`config.mk`:
```
export PLATFORM = sky130hd
export DESIGN_NAME = keyboard_scan_queue_flat
export DESIGN_NICKNAME = d
export VERILOG_FILES = /design/src/rtl/kbsq_pkg.sv /design/src/rtl/kbsq_req_if.sv /design/src/rtl/kbsq_rsp_if.sv /design/src/rtl/kbsq_key_ram.sv /design/src/rtl/keyboard_scan_queue.sv /design/src/flat_wrapper.sv
export SDC_FILE = /design/constraint.sdc
export NUM_CORES = 1
export LEC_CHECK = 0
export BUFFER_PORTS_ARGS = -buffer_cell sky130_fd_sc_hd__buf_2
export CAP_MARGIN = 0
export CORE_AREA = 2 2 258 260
export CTS_CLUSTER_SIZE = 20
export DETAILED_ROUTE_END_ITERATION = 8
export DIE_AREA = 0 0 260 262
export GPL_ROUTABILITY_DRIVEN = 1
export PLACE_DENSITY_LB_ADDON = 0.08
export SYNTH_ARGS = -nofsm -noshare
export SYNTH_HDL_FRONTEND = slang
export SYNTH_SLANG_ARGS = --single-unit
```
`constraint.sdc`:
```
create_clock -name clk -period 9.5 [get_ports clk]
set_input_delay 1.9 -clock clk [delete_from_list [all_inputs] [get_ports clk]]
set_output_delay 1.9 -clock clk [all_outputs]
set_load 0.05 [all_outputs]
```
`src/rtl/kbsq_pkg.sv`:
```
`timescale 1ns / 1ps
// ----------------------------------------------------------------------------
// kbsq_pkg
// Shared types and command codes for the keyboard scan queue.
// ----------------------------------------------------------------------------
package kbsq_pkg;

	localparam int CMD_W  = 3;
	localparam int KEY_W  = 16;
	localparam int CHAR_W = 8;

	typedef logic [CMD_W-1:0]  cmd_t;
	typedef logic [KEY_W-1:0]  key_word_t;
	typedef logic [CHAR_W-1:0] char_t;

	// command codes
	localparam cmd_t CMD_PUSH      = 3'd0;
	localparam cmd_t CMD_TEST      = 3'd1;
	localparam cmd_t CMD_PEEK      = 3'd2;
	localparam cmd_t CMD_READ_CHAR = 3'd3;
	localparam cmd_t CMD_READ_WORD = 3'd4;

	// value returned by a test that finds a key waiting
	localparam key_word_t TEST_HIT_WORD = 16'h00ff;

	// one result item
	typedef struct packed {
		key_word_t read_data;
		logic      read_valid;
		logic      key_waiting;
		logic      push_dropped;
	} rsp_t;

endpackage

```
`src/rtl/kbsq_req_if.sv`:
```
`timescale 1ns / 1ps
// ----------------------------------------------------------------------------
// kbsq_req_if
// Command channel: valid/ready with command code and key word.
// ----------------------------------------------------------------------------
interface kbsq_req_if;
	import kbsq_pkg::*;

	logic      valid;
	logic      ready;
	cmd_t      cmd;
	key_word_t key_word;

	modport source (output valid, output cmd, output key_word, input ready);
	modport sink (input valid, input cmd, input key_word, output ready);

endinterface

```
`src/rtl/kbsq_rsp_if.sv`:
```
`timescale 1ns / 1ps
// ----------------------------------------------------------------------------
// kbsq_rsp_if
// Result channel: valid/ready with returned data and status flags.
// ----------------------------------------------------------------------------
interface kbsq_rsp_if;
	import kbsq_pkg::*;

	logic      valid;
	logic      ready;
	key_word_t read_data;
	logic      read_valid;
	logic      key_waiting;
	logic      push_dropped;

	modport source (output valid, output read_data, output read_valid,
		output key_waiting, output push_dropped, input ready);
	modport sink (input valid, input read_data, input read_valid,
		input key_waiting, input push_dropped, output ready);

endinterface

```
`src/rtl/kbsq_key_ram.sv`:
```
`timescale 1ns / 1ps
// ----------------------------------------------------------------------------
// kbsq_key_ram
// Simple dual-port key store, one write and one registered read per cycle.
// ----------------------------------------------------------------------------
module kbsq_key_ram #(
	parameter int DEPTH  = 64,
	parameter int ADDR_W = 6,
	parameter int DATA_W = 16
) (
	input  logic              clk,
	input  logic              wr_en,
	input  logic [ADDR_W-1:0] wr_addr,
	input  logic [DATA_W-1:0] wr_data,
	input  logic              rd_en,
	input  logic [ADDR_W-1:0] rd_addr,
	output logic [DATA_W-1:0] rd_data
);

	logic [DATA_W-1:0] mem_q [DEPTH];
	logic [DATA_W-1:0] rd_data_q;

	// write port
	always_ff @(posedge clk) begin
		if (wr_en) begin
			mem_q[wr_addr] <= wr_data;
		end
	end

	// read port, registered output
	always_ff @(posedge clk) begin
		if (rd_en) begin
			rd_data_q <= mem_q[rd_addr];
		end
	end

	assign rd_data = rd_data_q;

endmodule

```
`src/rtl/keyboard_scan_queue.sv`:
```
`timescale 1ns / 1ps
// ----------------------------------------------------------------------------
// keyboard_scan_queue
// Keyboard key buffer: a ring of key words with push, test, peek and reads.
// ----------------------------------------------------------------------------
// Key words (scan code in 15:8, character in 7:0) are held in a ring in a
// synchronous RAM of QUEUE_SLOTS entries; one slot stays free, so at most
// QUEUE_SLOTS-1 keys wait and a push into a full ring is dropped and flagged.
// One command is handled at a time. Push, test, unused codes, an empty peek
// or read, and a character read that returns a held scan code are answered
// from the request; a peek, word read or character read that reaches a stored
// word waits in the READ state for the registered read of the key RAM. A
// character read that pops a zero character returns 0 and holds the scan code
// for the next character read. The RAM needs no clearing after reset: the ring
// only reads slots it has written. The result sits in an output register, so
// a new command is taken in the cycle the previous result is transferred.
module keyboard_scan_queue #(
	parameter int QUEUE_SLOTS = 64
) (
	input  logic        clk,
	input  logic        arst_n,
	kbsq_req_if.sink    request,
	kbsq_rsp_if.source  response
);
	import kbsq_pkg::*;

	localparam int IDX_W = (QUEUE_SLOTS > 1) ? $clog2(QUEUE_SLOTS) : 1;
	localparam logic [IDX_W-1:0] LAST_SLOT = IDX_W'(QUEUE_SLOTS - 1);

	localparam logic ST_IDLE = 1'b0;
	localparam logic ST_READ = 1'b1;

	function automatic logic [IDX_W-1:0] next_slot(input logic [IDX_W-1:0] idx);
		next_slot = (idx == LAST_SLOT) ? '0 : idx + 1'b1;
	endfunction

	logic             state_q;
	logic [IDX_W-1:0] rd_idx_q;
	logic [IDX_W-1:0] wr_idx_q;
	char_t            held_q;
	cmd_t             cmd_s1;
	logic             out_valid_q;
	rsp_t             out_q;

	logic             accept;
	logic             ring_empty;
	logic             ring_full;
	logic             needs_ram;
	logic             push_ok;
	logic [IDX_W-1:0] rd_next;
	key_word_t        ram_word;
	rsp_t             idle_rsp;
	rsp_t             read_rsp;

	// handshake and ring status
	assign request.ready = (state_q == ST_IDLE) && (!out_valid_q || response.ready);
	assign accept        = request.valid && request.ready;
	assign ring_empty    = (rd_idx_q == wr_idx_q);
	assign ring_full     = (next_slot(wr_idx_q) == rd_idx_q);
	assign rd_next       = next_slot(rd_idx_q);
	assign push_ok       = accept && (request.cmd == CMD_PUSH) && !ring_full;

	// commands that need the oldest stored word
	always_comb begin
		case (request.cmd)
			CMD_PEEK:      needs_ram = !ring_empty;
			CMD_READ_WORD: needs_ram = !ring_empty;
			CMD_READ_CHAR: needs_ram = !ring_empty && (held_q == '0);
			default:       needs_ram = 1'b0;
		endcase
	end

	kbsq_key_ram #(
		.DEPTH  (QUEUE_SLOTS),
		.ADDR_W (IDX_W),
		.DATA_W (KEY_W)
	) u_key_ram (
		.clk     (clk),
		.wr_en   (push_ok),
		.wr_addr (wr_idx_q),
		.wr_data (request.key_word),
		.rd_en   (accept && needs_ram),
		.rd_addr (rd_idx_q),
		.rd_data (ram_word)
	);

	// results that need no RAM read
	always_comb begin
		idle_rsp             = '0;
		idle_rsp.key_waiting = !ring_empty;
		case (request.cmd)
			CMD_PUSH: begin
				idle_rsp.push_dropped = ring_full;
				idle_rsp.key_waiting  = 1'b1;
			end
			CMD_TEST: begin
				idle_rsp.read_data = ring_empty ? '0 : TEST_HIT_WORD;
			end
			CMD_READ_CHAR: begin
				if (held_q != '0) begin
					idle_rsp.read_data  = KEY_W'(held_q);
					idle_rsp.read_valid = 1'b1;
				end
			end
			default: begin
				idle_rsp.read_valid = 1'b0;
			end
		endcase
	end

	// results built from the word read out of the ring
	always_comb begin
		read_rsp             = '0;
		read_rsp.read_valid  = 1'b1;
		read_rsp.key_waiting = (rd_next != wr_idx_q);
		case (cmd_s1)
			CMD_PEEK: begin
				read_rsp.read_data   = ram_word;
				read_rsp.key_waiting = 1'b1;
			end
			CMD_READ_CHAR: begin
				read_rsp.read_data = KEY_W'(ram_word[CHAR_W-1:0]);
			end
			default: begin
				read_rsp.read_data = ram_word;
			end
		endcase
	end

	// sequencer, ring pointers and held scan code
	always_ff @(posedge clk or negedge arst_n) begin
		if (!arst_n) begin
			state_q  <= ST_IDLE;
			rd_idx_q <= '0;
			wr_idx_q <= '0;
			held_q   <= '0;
		end else begin
			case (state_q)
				ST_IDLE: begin
					if (push_ok) begin
						wr_idx_q <= next_slot(wr_idx_q);
					end
					if (accept && (request.cmd == CMD_READ_CHAR) && (held_q != '0)) begin
						held_q <= '0;
					end
					if (accept && needs_ram) begin
						state_q <= ST_READ;
					end
				end
				ST_READ: begin
					if (cmd_s1 != CMD_PEEK) begin
						rd_idx_q <= rd_next;
					end
					if ((cmd_s1 == CMD_READ_CHAR) && (ram_word[CHAR_W-1:0] == '0)) begin
						held_q <= ram_word[KEY_W-1:CHAR_W];
					end
					state_q <= ST_IDLE;
				end
				default: begin
					state_q <= ST_IDLE;
				end
			endcase
		end
	end

	// command held for the read cycle
	always_ff @(posedge clk) begin
		if (accept) begin
			cmd_s1 <= request.cmd;
		end
	end

	// output register valid
	always_ff @(posedge clk or negedge arst_n) begin
		if (!arst_n) begin
			out_valid_q <= 1'b0;
		end else if ((accept && !needs_ram) || (state_q == ST_READ)) begin
			out_valid_q <= 1'b1;
		end else if (response.ready) begin
			out_valid_q <= 1'b0;
		end
	end

	// output register payload
	always_ff @(posedge clk) begin
		if (state_q == ST_READ) begin
			out_q <= read_rsp;
		end else if (accept && !needs_ram) begin
			out_q <= idle_rsp;
		end
	end

	assign response.valid        = out_valid_q;
	assign response.read_data    = out_q.read_data;
	assign response.read_valid   = out_q.read_valid;
	assign response.key_waiting  = out_q.key_waiting;
	assign response.push_dropped = out_q.push_dropped;

endmodule
```
`src/flat_wrapper.sv`:
```
// flat-port wrapper written by rule: the top's interface ports become plain ports
module keyboard_scan_queue_flat import kbsq_pkg::*;
#(
	parameter int QUEUE_SLOTS = 64
)
  (clk, arst_n, request_valid, request_cmd, request_key_word, request_ready, response_valid, response_read_data, response_read_valid, response_key_waiting, response_push_dropped, response_ready);
  kbsq_req_if request_i ();
  kbsq_rsp_if response_i ();
  input  logic clk;
  input  logic arst_n;
  input wire logic [$bits(request_i.valid)-1:0] request_valid;
  input wire logic [$bits(request_i.cmd)-1:0] request_cmd;
  input wire logic [$bits(request_i.key_word)-1:0] request_key_word;
  output wire logic [$bits(request_i.ready)-1:0] request_ready;
  output wire logic [$bits(response_i.valid)-1:0] response_valid;
  output wire logic [$bits(response_i.read_data)-1:0] response_read_data;
  output wire logic [$bits(response_i.read_valid)-1:0] response_read_valid;
  output wire logic [$bits(response_i.key_waiting)-1:0] response_key_waiting;
  output wire logic [$bits(response_i.push_dropped)-1:0] response_push_dropped;
  input wire logic [$bits(response_i.ready)-1:0] response_ready;
  assign request_i.valid = request_valid;
  assign request_i.cmd = request_cmd;
  assign request_i.key_word = request_key_word;
  assign request_ready = request_i.ready;
  assign response_valid = response_i.valid;
  assign response_read_data = response_i.read_data;
  assign response_read_valid = response_i.read_valid;
  assign response_key_waiting = response_i.key_waiting;
  assign response_push_dropped = response_i.push_dropped;
  assign response_i.ready = response_ready;
  keyboard_scan_queue #(.QUEUE_SLOTS(QUEUE_SLOTS)) u_core (.clk(clk), .arst_n(arst_n), .request(request_i), .response(response_i));
endmodule
```
Yosys cells after proc, flatten, opt, wreduce, memory -nomap -nowiden
Memories as Yosys holds them, arrays and structs flattened. A register that Yosys moved wholly into a read port is not among the register bits. Cells that the tools add are included.

Register bits after elaboration: 44. RAM bits: 1024. Input port bits: 23. Memories: 1.

Memories: u_core.u_key_ram.mem_q (words 64, bits a word 16, rd ports 1, clocked after Yosys merged registers in 1, write ports 1, line kbsq_key_ram.sv:20) `logic [DATA_W-1:0] mem_q [DEPTH];`.

Add/subtract/negate cells: 2. Equality and inequality tests: 14. Multiplexer cells: 21. Bitwise operators: 1. Reduce and logical (&&, ||, !) cells: 26.

Operator list (count): $mux 19 (2); $pmux 16 s2 (1); $mux 8 (3); $logic_not 8->1 (2); $mux 16 (1); $pmux 8 s2 (1); $add 6x1->6 const B (2); $eq 3x2->1 const B (4); $eq 6x6->1 (2); $eq 6x6->1 const B (2); $mux 6 (2); $logic_and 1x1->1 (10); $mux 9 (1); $reduce_bool 8->1 (1); $mux 1 (7); $ne 6x6->1 (1); $reduce_and 2->1 (3); $logic_not 1->1 (4); $ne 2x2->1 const B (2); $pmux 1 s2 (2); $reduce_bool 2->1 (2); $eq 3x1->1 const B (1); $eq 3x3->1 const B (1); $logic_not 3->1 (1); other kinds (5) (6).

Longest topological paths before layout
Word-level depth: 8. Mapped depth: 10. Mapped depth without buffers: 7.

By module
Synthesis repeated with hierarchy kept, for this count alone.

Cell total of the unflattened synthesis: 2092. Area, all modules: 42719.7 sq um.

By module, submodules not included: kbsq_key_ram (instances 1, cells each 1829, area each 40202.3 sq um, sequential area each 31230.0 sq um); keyboard_scan_queue (instances 1, cells each 263, area each 2517.4 sq um, sequential area each 1191.1 sq um).

Worst setup path after synthesis
Ideal clock, no wire load.

Path kind: input-to-reg. Start: in request_cmd[1]. End: mem u_core.u_key_ram.mem_q[35][0], enable pin. Library setup time: 430 ps. Arrival: 4580 ps. Required time: 9070 ps. Slack: 4490 ps. Stages: 6. Buffers on the path: 2. Cell sequence: nor3_1 -> nor2b_1 -> a21bo_1 -> buf_4 -> buf_4 -> nor4_1.

Word-level cells in the longest chain between the ends: 5.

Ends and longest elaborated chain: start, declared (line flat_wrapper.sv:12) `input wire logic [$bits(request_i.cmd)-1:0] request_cmd;`; $logic_not 3->1 (line keyboard_scan_queue.sv:61) `assign push_ok = accept && (request.cmd == CMD_PUSH) && !ring_full;`; $logic_and 1x1->1 (2 in a row) (line keyboard_scan_queue.sv:61); $mux 1 (line kbsq_key_ram.sv:25) `if (wr_en) begin`; $mux 1 (implied by the code) (line kbsq_key_ram.sv:26) `mem_q[wr_addr] <= wr_data;`; end, declared (line kbsq_key_ram.sv:20).

No other way between the ends.

Worst setup path in the final report
Start: reg u_core.wr_idx_q[2]. End: mem u_core.u_key_ram.mem_q[29][15], enable pin.

Word-level cells in the longest chain between the ends: 7. Elaborated cells on any way between the ends: 8. Classes of those cells: add/sub (1); eq/ne (2); mux (3); reduce/logical (2).

Ends and longest elaborated chain: start, declared (line keyboard_scan_queue.sv:39) `logic [IDX_W-1:0] wr_idx_q;`; start signal, assigned (line keyboard_scan_queue.sv:141) `wr_idx_q <= next_slot(wr_idx_q);`; $add 6x1->6 or $eq 6x6->1 (tied branches) (line keyboard_scan_queue.sv:34) `next_slot = (idx == LAST_SLOT) ? '0 : idx + 1'b1;`; $mux 6 (line keyboard_scan_queue.sv:34); $eq 6x6->1 (line keyboard_scan_queue.sv:59) `assign ring_full = (next_slot(wr_idx_q) == rd_idx_q);`; $logic_not 1->1 (line keyboard_scan_queue.sv:61); $logic_and 1x1->1 (line keyboard_scan_queue.sv:61); $mux 1 (line kbsq_key_ram.sv:25); $mux 1 (implied by the code) (line kbsq_key_ram.sv:26).

Parallel ways exist; a longest one is shown, timed or not.

==> metrics.txt <==
worst hold stages=1; status=finished clean; half-perimeter wire length after placement=55700 um; Clock Tree Buf Depth=3; final core occ=approximately 72%; Buf/Inv on CP=2; share of the synthesized area in the top cell type=75.7%; GP Congestion=0.910; Syn Nets=approximately 2100; gr ovfl total=0; num rows=94; DR vias=roughly 21000; worst-case hold slack=0.489 ns; Routed wire per std cell=around 32 um; number of global-route vias before repair=a little over 20000; final hold vios=0; CP startpoint kind=flop; WP data required=9.76 ns; reg2reg end=u_core.u_key_ram.mem_q[29][15]$_DFFE_PP_; leading area contributor after synthesis=edfxtp_1; Inserted Clock Buffers=just over 100; Area Growth Syn to Fin=12.3%; Synth Cell Area=42100 um2; drt via density=6.89; power share of the clock group=31.9%; warning count from the yosys run=0; Nets=roughly 2200; largest fanout on the critical path=50; crit path kind=flop to flop; Die H=between 200 and 300 um; power share of the combinational group=25.3%; DR iter-0 viols=3214; commonest non-fill, non-tap cell in the layout=edfxtp_1; CP arrival=5.02 ns; Post-CTS Setup Inserts=0; share of the yosys chip area belonging to registers=77.1%; Worst Max-Slew Pin Slew=1.32 ns; initial antenna violation count=0; r2r startpoint=u_core.wr_idx_q[2]$_DFFE_PN0P_; post-cts resize count=0; TritonCTS clock tree=done; Tmin final=around 4.8 ns; R2R depth=7; Yosys cell types=55; largest net degree at the start of global routing=116; # port buffers=43; Worst path top cell family by delay=simple AND/OR/NAND/NOR gates; max incr delay on CP=1.15 ns; CP max stage cell=nor3_2; core area=65300 um2; Peak supply drop=approximately 0.00018 V; diode count=0; Post-Syn Area per Cell=20.4 um2; Max Clock Skew=0.0237 ns; fin cells=between 3000 and 4000; hold_sp=u_core.response.read_valid$_SDFFE_PP1P_; Fin Setup TNS=0 ns; RSZ-0062 raised after global routing=false; GRT Total Usage=a little under 30%; Pre-antenna DRT Iters=6; EDFF count, synth=approximately 1100; Min-Delay Endpoint=u_core.response.read_valid$_SDFFE_PP1P_; final setup violation count=0; Hold Buf Count CTS=0; ys async rst share=2.03%; Int Power=between 0.008 and 0.009 W; IO Pins=44; sequence of cells on the critical path=buf_4 > nand3_1 > a41oi_1 > o311ai_1 > a21bo_4 > buf_4 > nor3_2; min-delay worst type=flop to flop; CTS clk-pin slew, worst paths=0.06 ns; CP endpoint kind=flop; first-pass GRT wire length=143000 um; share of cells above drive strength 1=between 20% and 30%; power density over the cells=269 nW/um2; Sequential Power Share=42.8%; Gate Count Post-Synth=between 2000 and 2500; CP most frequent cell=buf_4; Worst R2R Setup Slack=~4.7 ns; die area=68100 um2; Slew headroom=11.3%; top cells by area, synth=edfxtp_1 (76%), mux4_2 (10%), mux2i_1 (3.3%); H-tree depth=3; Sw Pwr=approximately 0.0038 W; Die Wd=roughly 260 um; final worst-path cycle share=50.1%; most frequent cells in the layout=edfxtp_1 (1060), mux4_2 (192), mux2i_1 (137), clkbuf_16 (103), buf_4 (90); Clock Latency Late Sink=about 0.67 ns; placed instance count=2931; CTS Sinks=1084; DRC viols=0; highest clock rate=210 MHz; clk root buf=clkbuf_16; commonest register cell after synthesis=edfxtp_1; Sw Ratio=29.7%; leakage power=roughly 15 nW; number of max-cap violations=0; Initial Util=64.4%; #FFs+latches synth=1084; Total Wirelength=99000 um; Final ANT Viol Nets=0; fin. max-slew vios=0
[per-stage QoR]
step | cell area, um2 | setup WS, ns | total power, W
after global routing | 47200 | 4.66 | 0.0131
final | 47200 | 4.74 | 0.0127
after global placement | 43900 | 4.38 | 0.00868
after floorplan | 42100 | 4.49 | 0.00763
after detailed placement | 43900 | 4.19 | 0.00872
after CTS | 47200 | 4.84 | 0.0127
[how the worst max path moves through the flow]
stage	cells after the start	startpoint	endpoint
2_1_floorplan	6	request_cmd[1]	u_core.u_key_ram.mem_q[35][0]$_DFFE_PP_
3_3_place_gp	6	request_cmd[1]	u_core.u_key_ram.mem_q[57][0]$_DFFE_PP_
3_5_place_dp	6	request_cmd[1]	u_core.u_key_ram.mem_q[57][0]$_DFFE_PP_
4_1_cts	7	u_core.wr_idx_q[2]$_DFFE_PN0P_	u_core.u_key_ram.mem_q[57][1]$_DFFE_PP_
5_1_grt	7	u_core.wr_idx_q[2]$_DFFE_PN0P_	u_core.u_key_ram.mem_q[29][8]$_DFFE_PP_
6_report	7	u_core.wr_idx_q[2]$_DFFE_PN0P_	u_core.u_key_ram.mem_q[29][15]$_DFFE_PP_
[worst reg2reg max path, delay by kind of cell (launching register included)]
| kind | cells | cell delay, ns |
|---|---|---|
| AOI/OAI and AO/OA | 3 | 1.23 |
| DFF | 1 | 0.32 |
| and+or+nand+nor | 2 | 2.01 |
| buffers and inverters | 2 | 0.79 |
[layout make-up]
type / instances / area [um2]
multi-input combinational: 835 / 9390
fill: 3834 / 18000
clock buffer: 118 / 2640
sequential: 1084 / 32400
clock inverter: 69 / 701
inverter: 15 / 56.3
timing repair buffer: 134 / 932
tap: 864 / 1080
[Yosys cell counts, types with 2 or more instances]
master	n
edfxtp_1	1060
mux4_2	192
mux2i_1	137
o221ai_1	80
nand2_1	72
clkbuf_1	69
nor3_1	52
a21oi_1	45
buf_2	38
a221oi_1	32
a22o_1	32
o22ai_1	32
nor2_1	25
dfrtp_1	22
nor4_1	22
a211oi_1	18
inv_1	14
o21ai_0	14
buf_4	12
buf_1	11
xor2_1	10
nand2b_1	9
xnor2_1	9
nand3_1	6
and3_1	4
nand3b_1	4
nor2b_1	4
a211o_1	2
a21o_1	2
a41oi_1	2
and2_1	2
dfxtp_1	2
ha_1	2
mux2_2	2
nand4_1	2
o21bai_1	2
o31ai_1	2
or3_1	2
[registers in the layout, indices dropped and copies added, names as in the netlist]
signal,count
u_core.cmd_s1,3
u_core.wr_idx_q,6
u_core.u_key_ram.mem_q,1024
u_core.rd_idx_q,6
u_core.u_key_ram.rd_data,16
u_core.state_q,1
u_core.response.key_waiting,1
u_core.response.valid,1
u_core.response.push_dropped,1
u_core.response.read_valid,1
u_core.held_q,8
u_core.response.read_data,16
[power groups by stage]
stage,logic (W),registers (W),clock network (W)
2_1_floorplan,0.00215,0.00548,0
3_3_place_gp,0.00316,0.00553,0
3_5_place_dp,0.00319,0.00553,0
4_1_cts,0.00320,0.00543,0.00409
5_1_grt,0.00337,0.00544,0.00427
6_report,0.00322,0.00543,0.00405
[metal layers]
metal	global-route usage (%)	wire, um	vias to the layer above
met5	0	0	-
met4	9.64	2840	0
met3	5.29	9550	157
met2	45.0	46200	1265
met1	45.1	40400	11100
li1	-	-	8925
[cell families after synthesis]
group	Yosys count	share of synthesized area [%]
DFF	1084	77.1
muxes	331	13.6
AOI/OAI and AO/OA	276	4.98
and+or+nand+nor	207	2.38
buffers and inverters	145	1.51
xor gates and xnor gates	19	0.396
adders and majority gates	2	0.0595
Note: power is estimated with default switching activity, not from simulation.
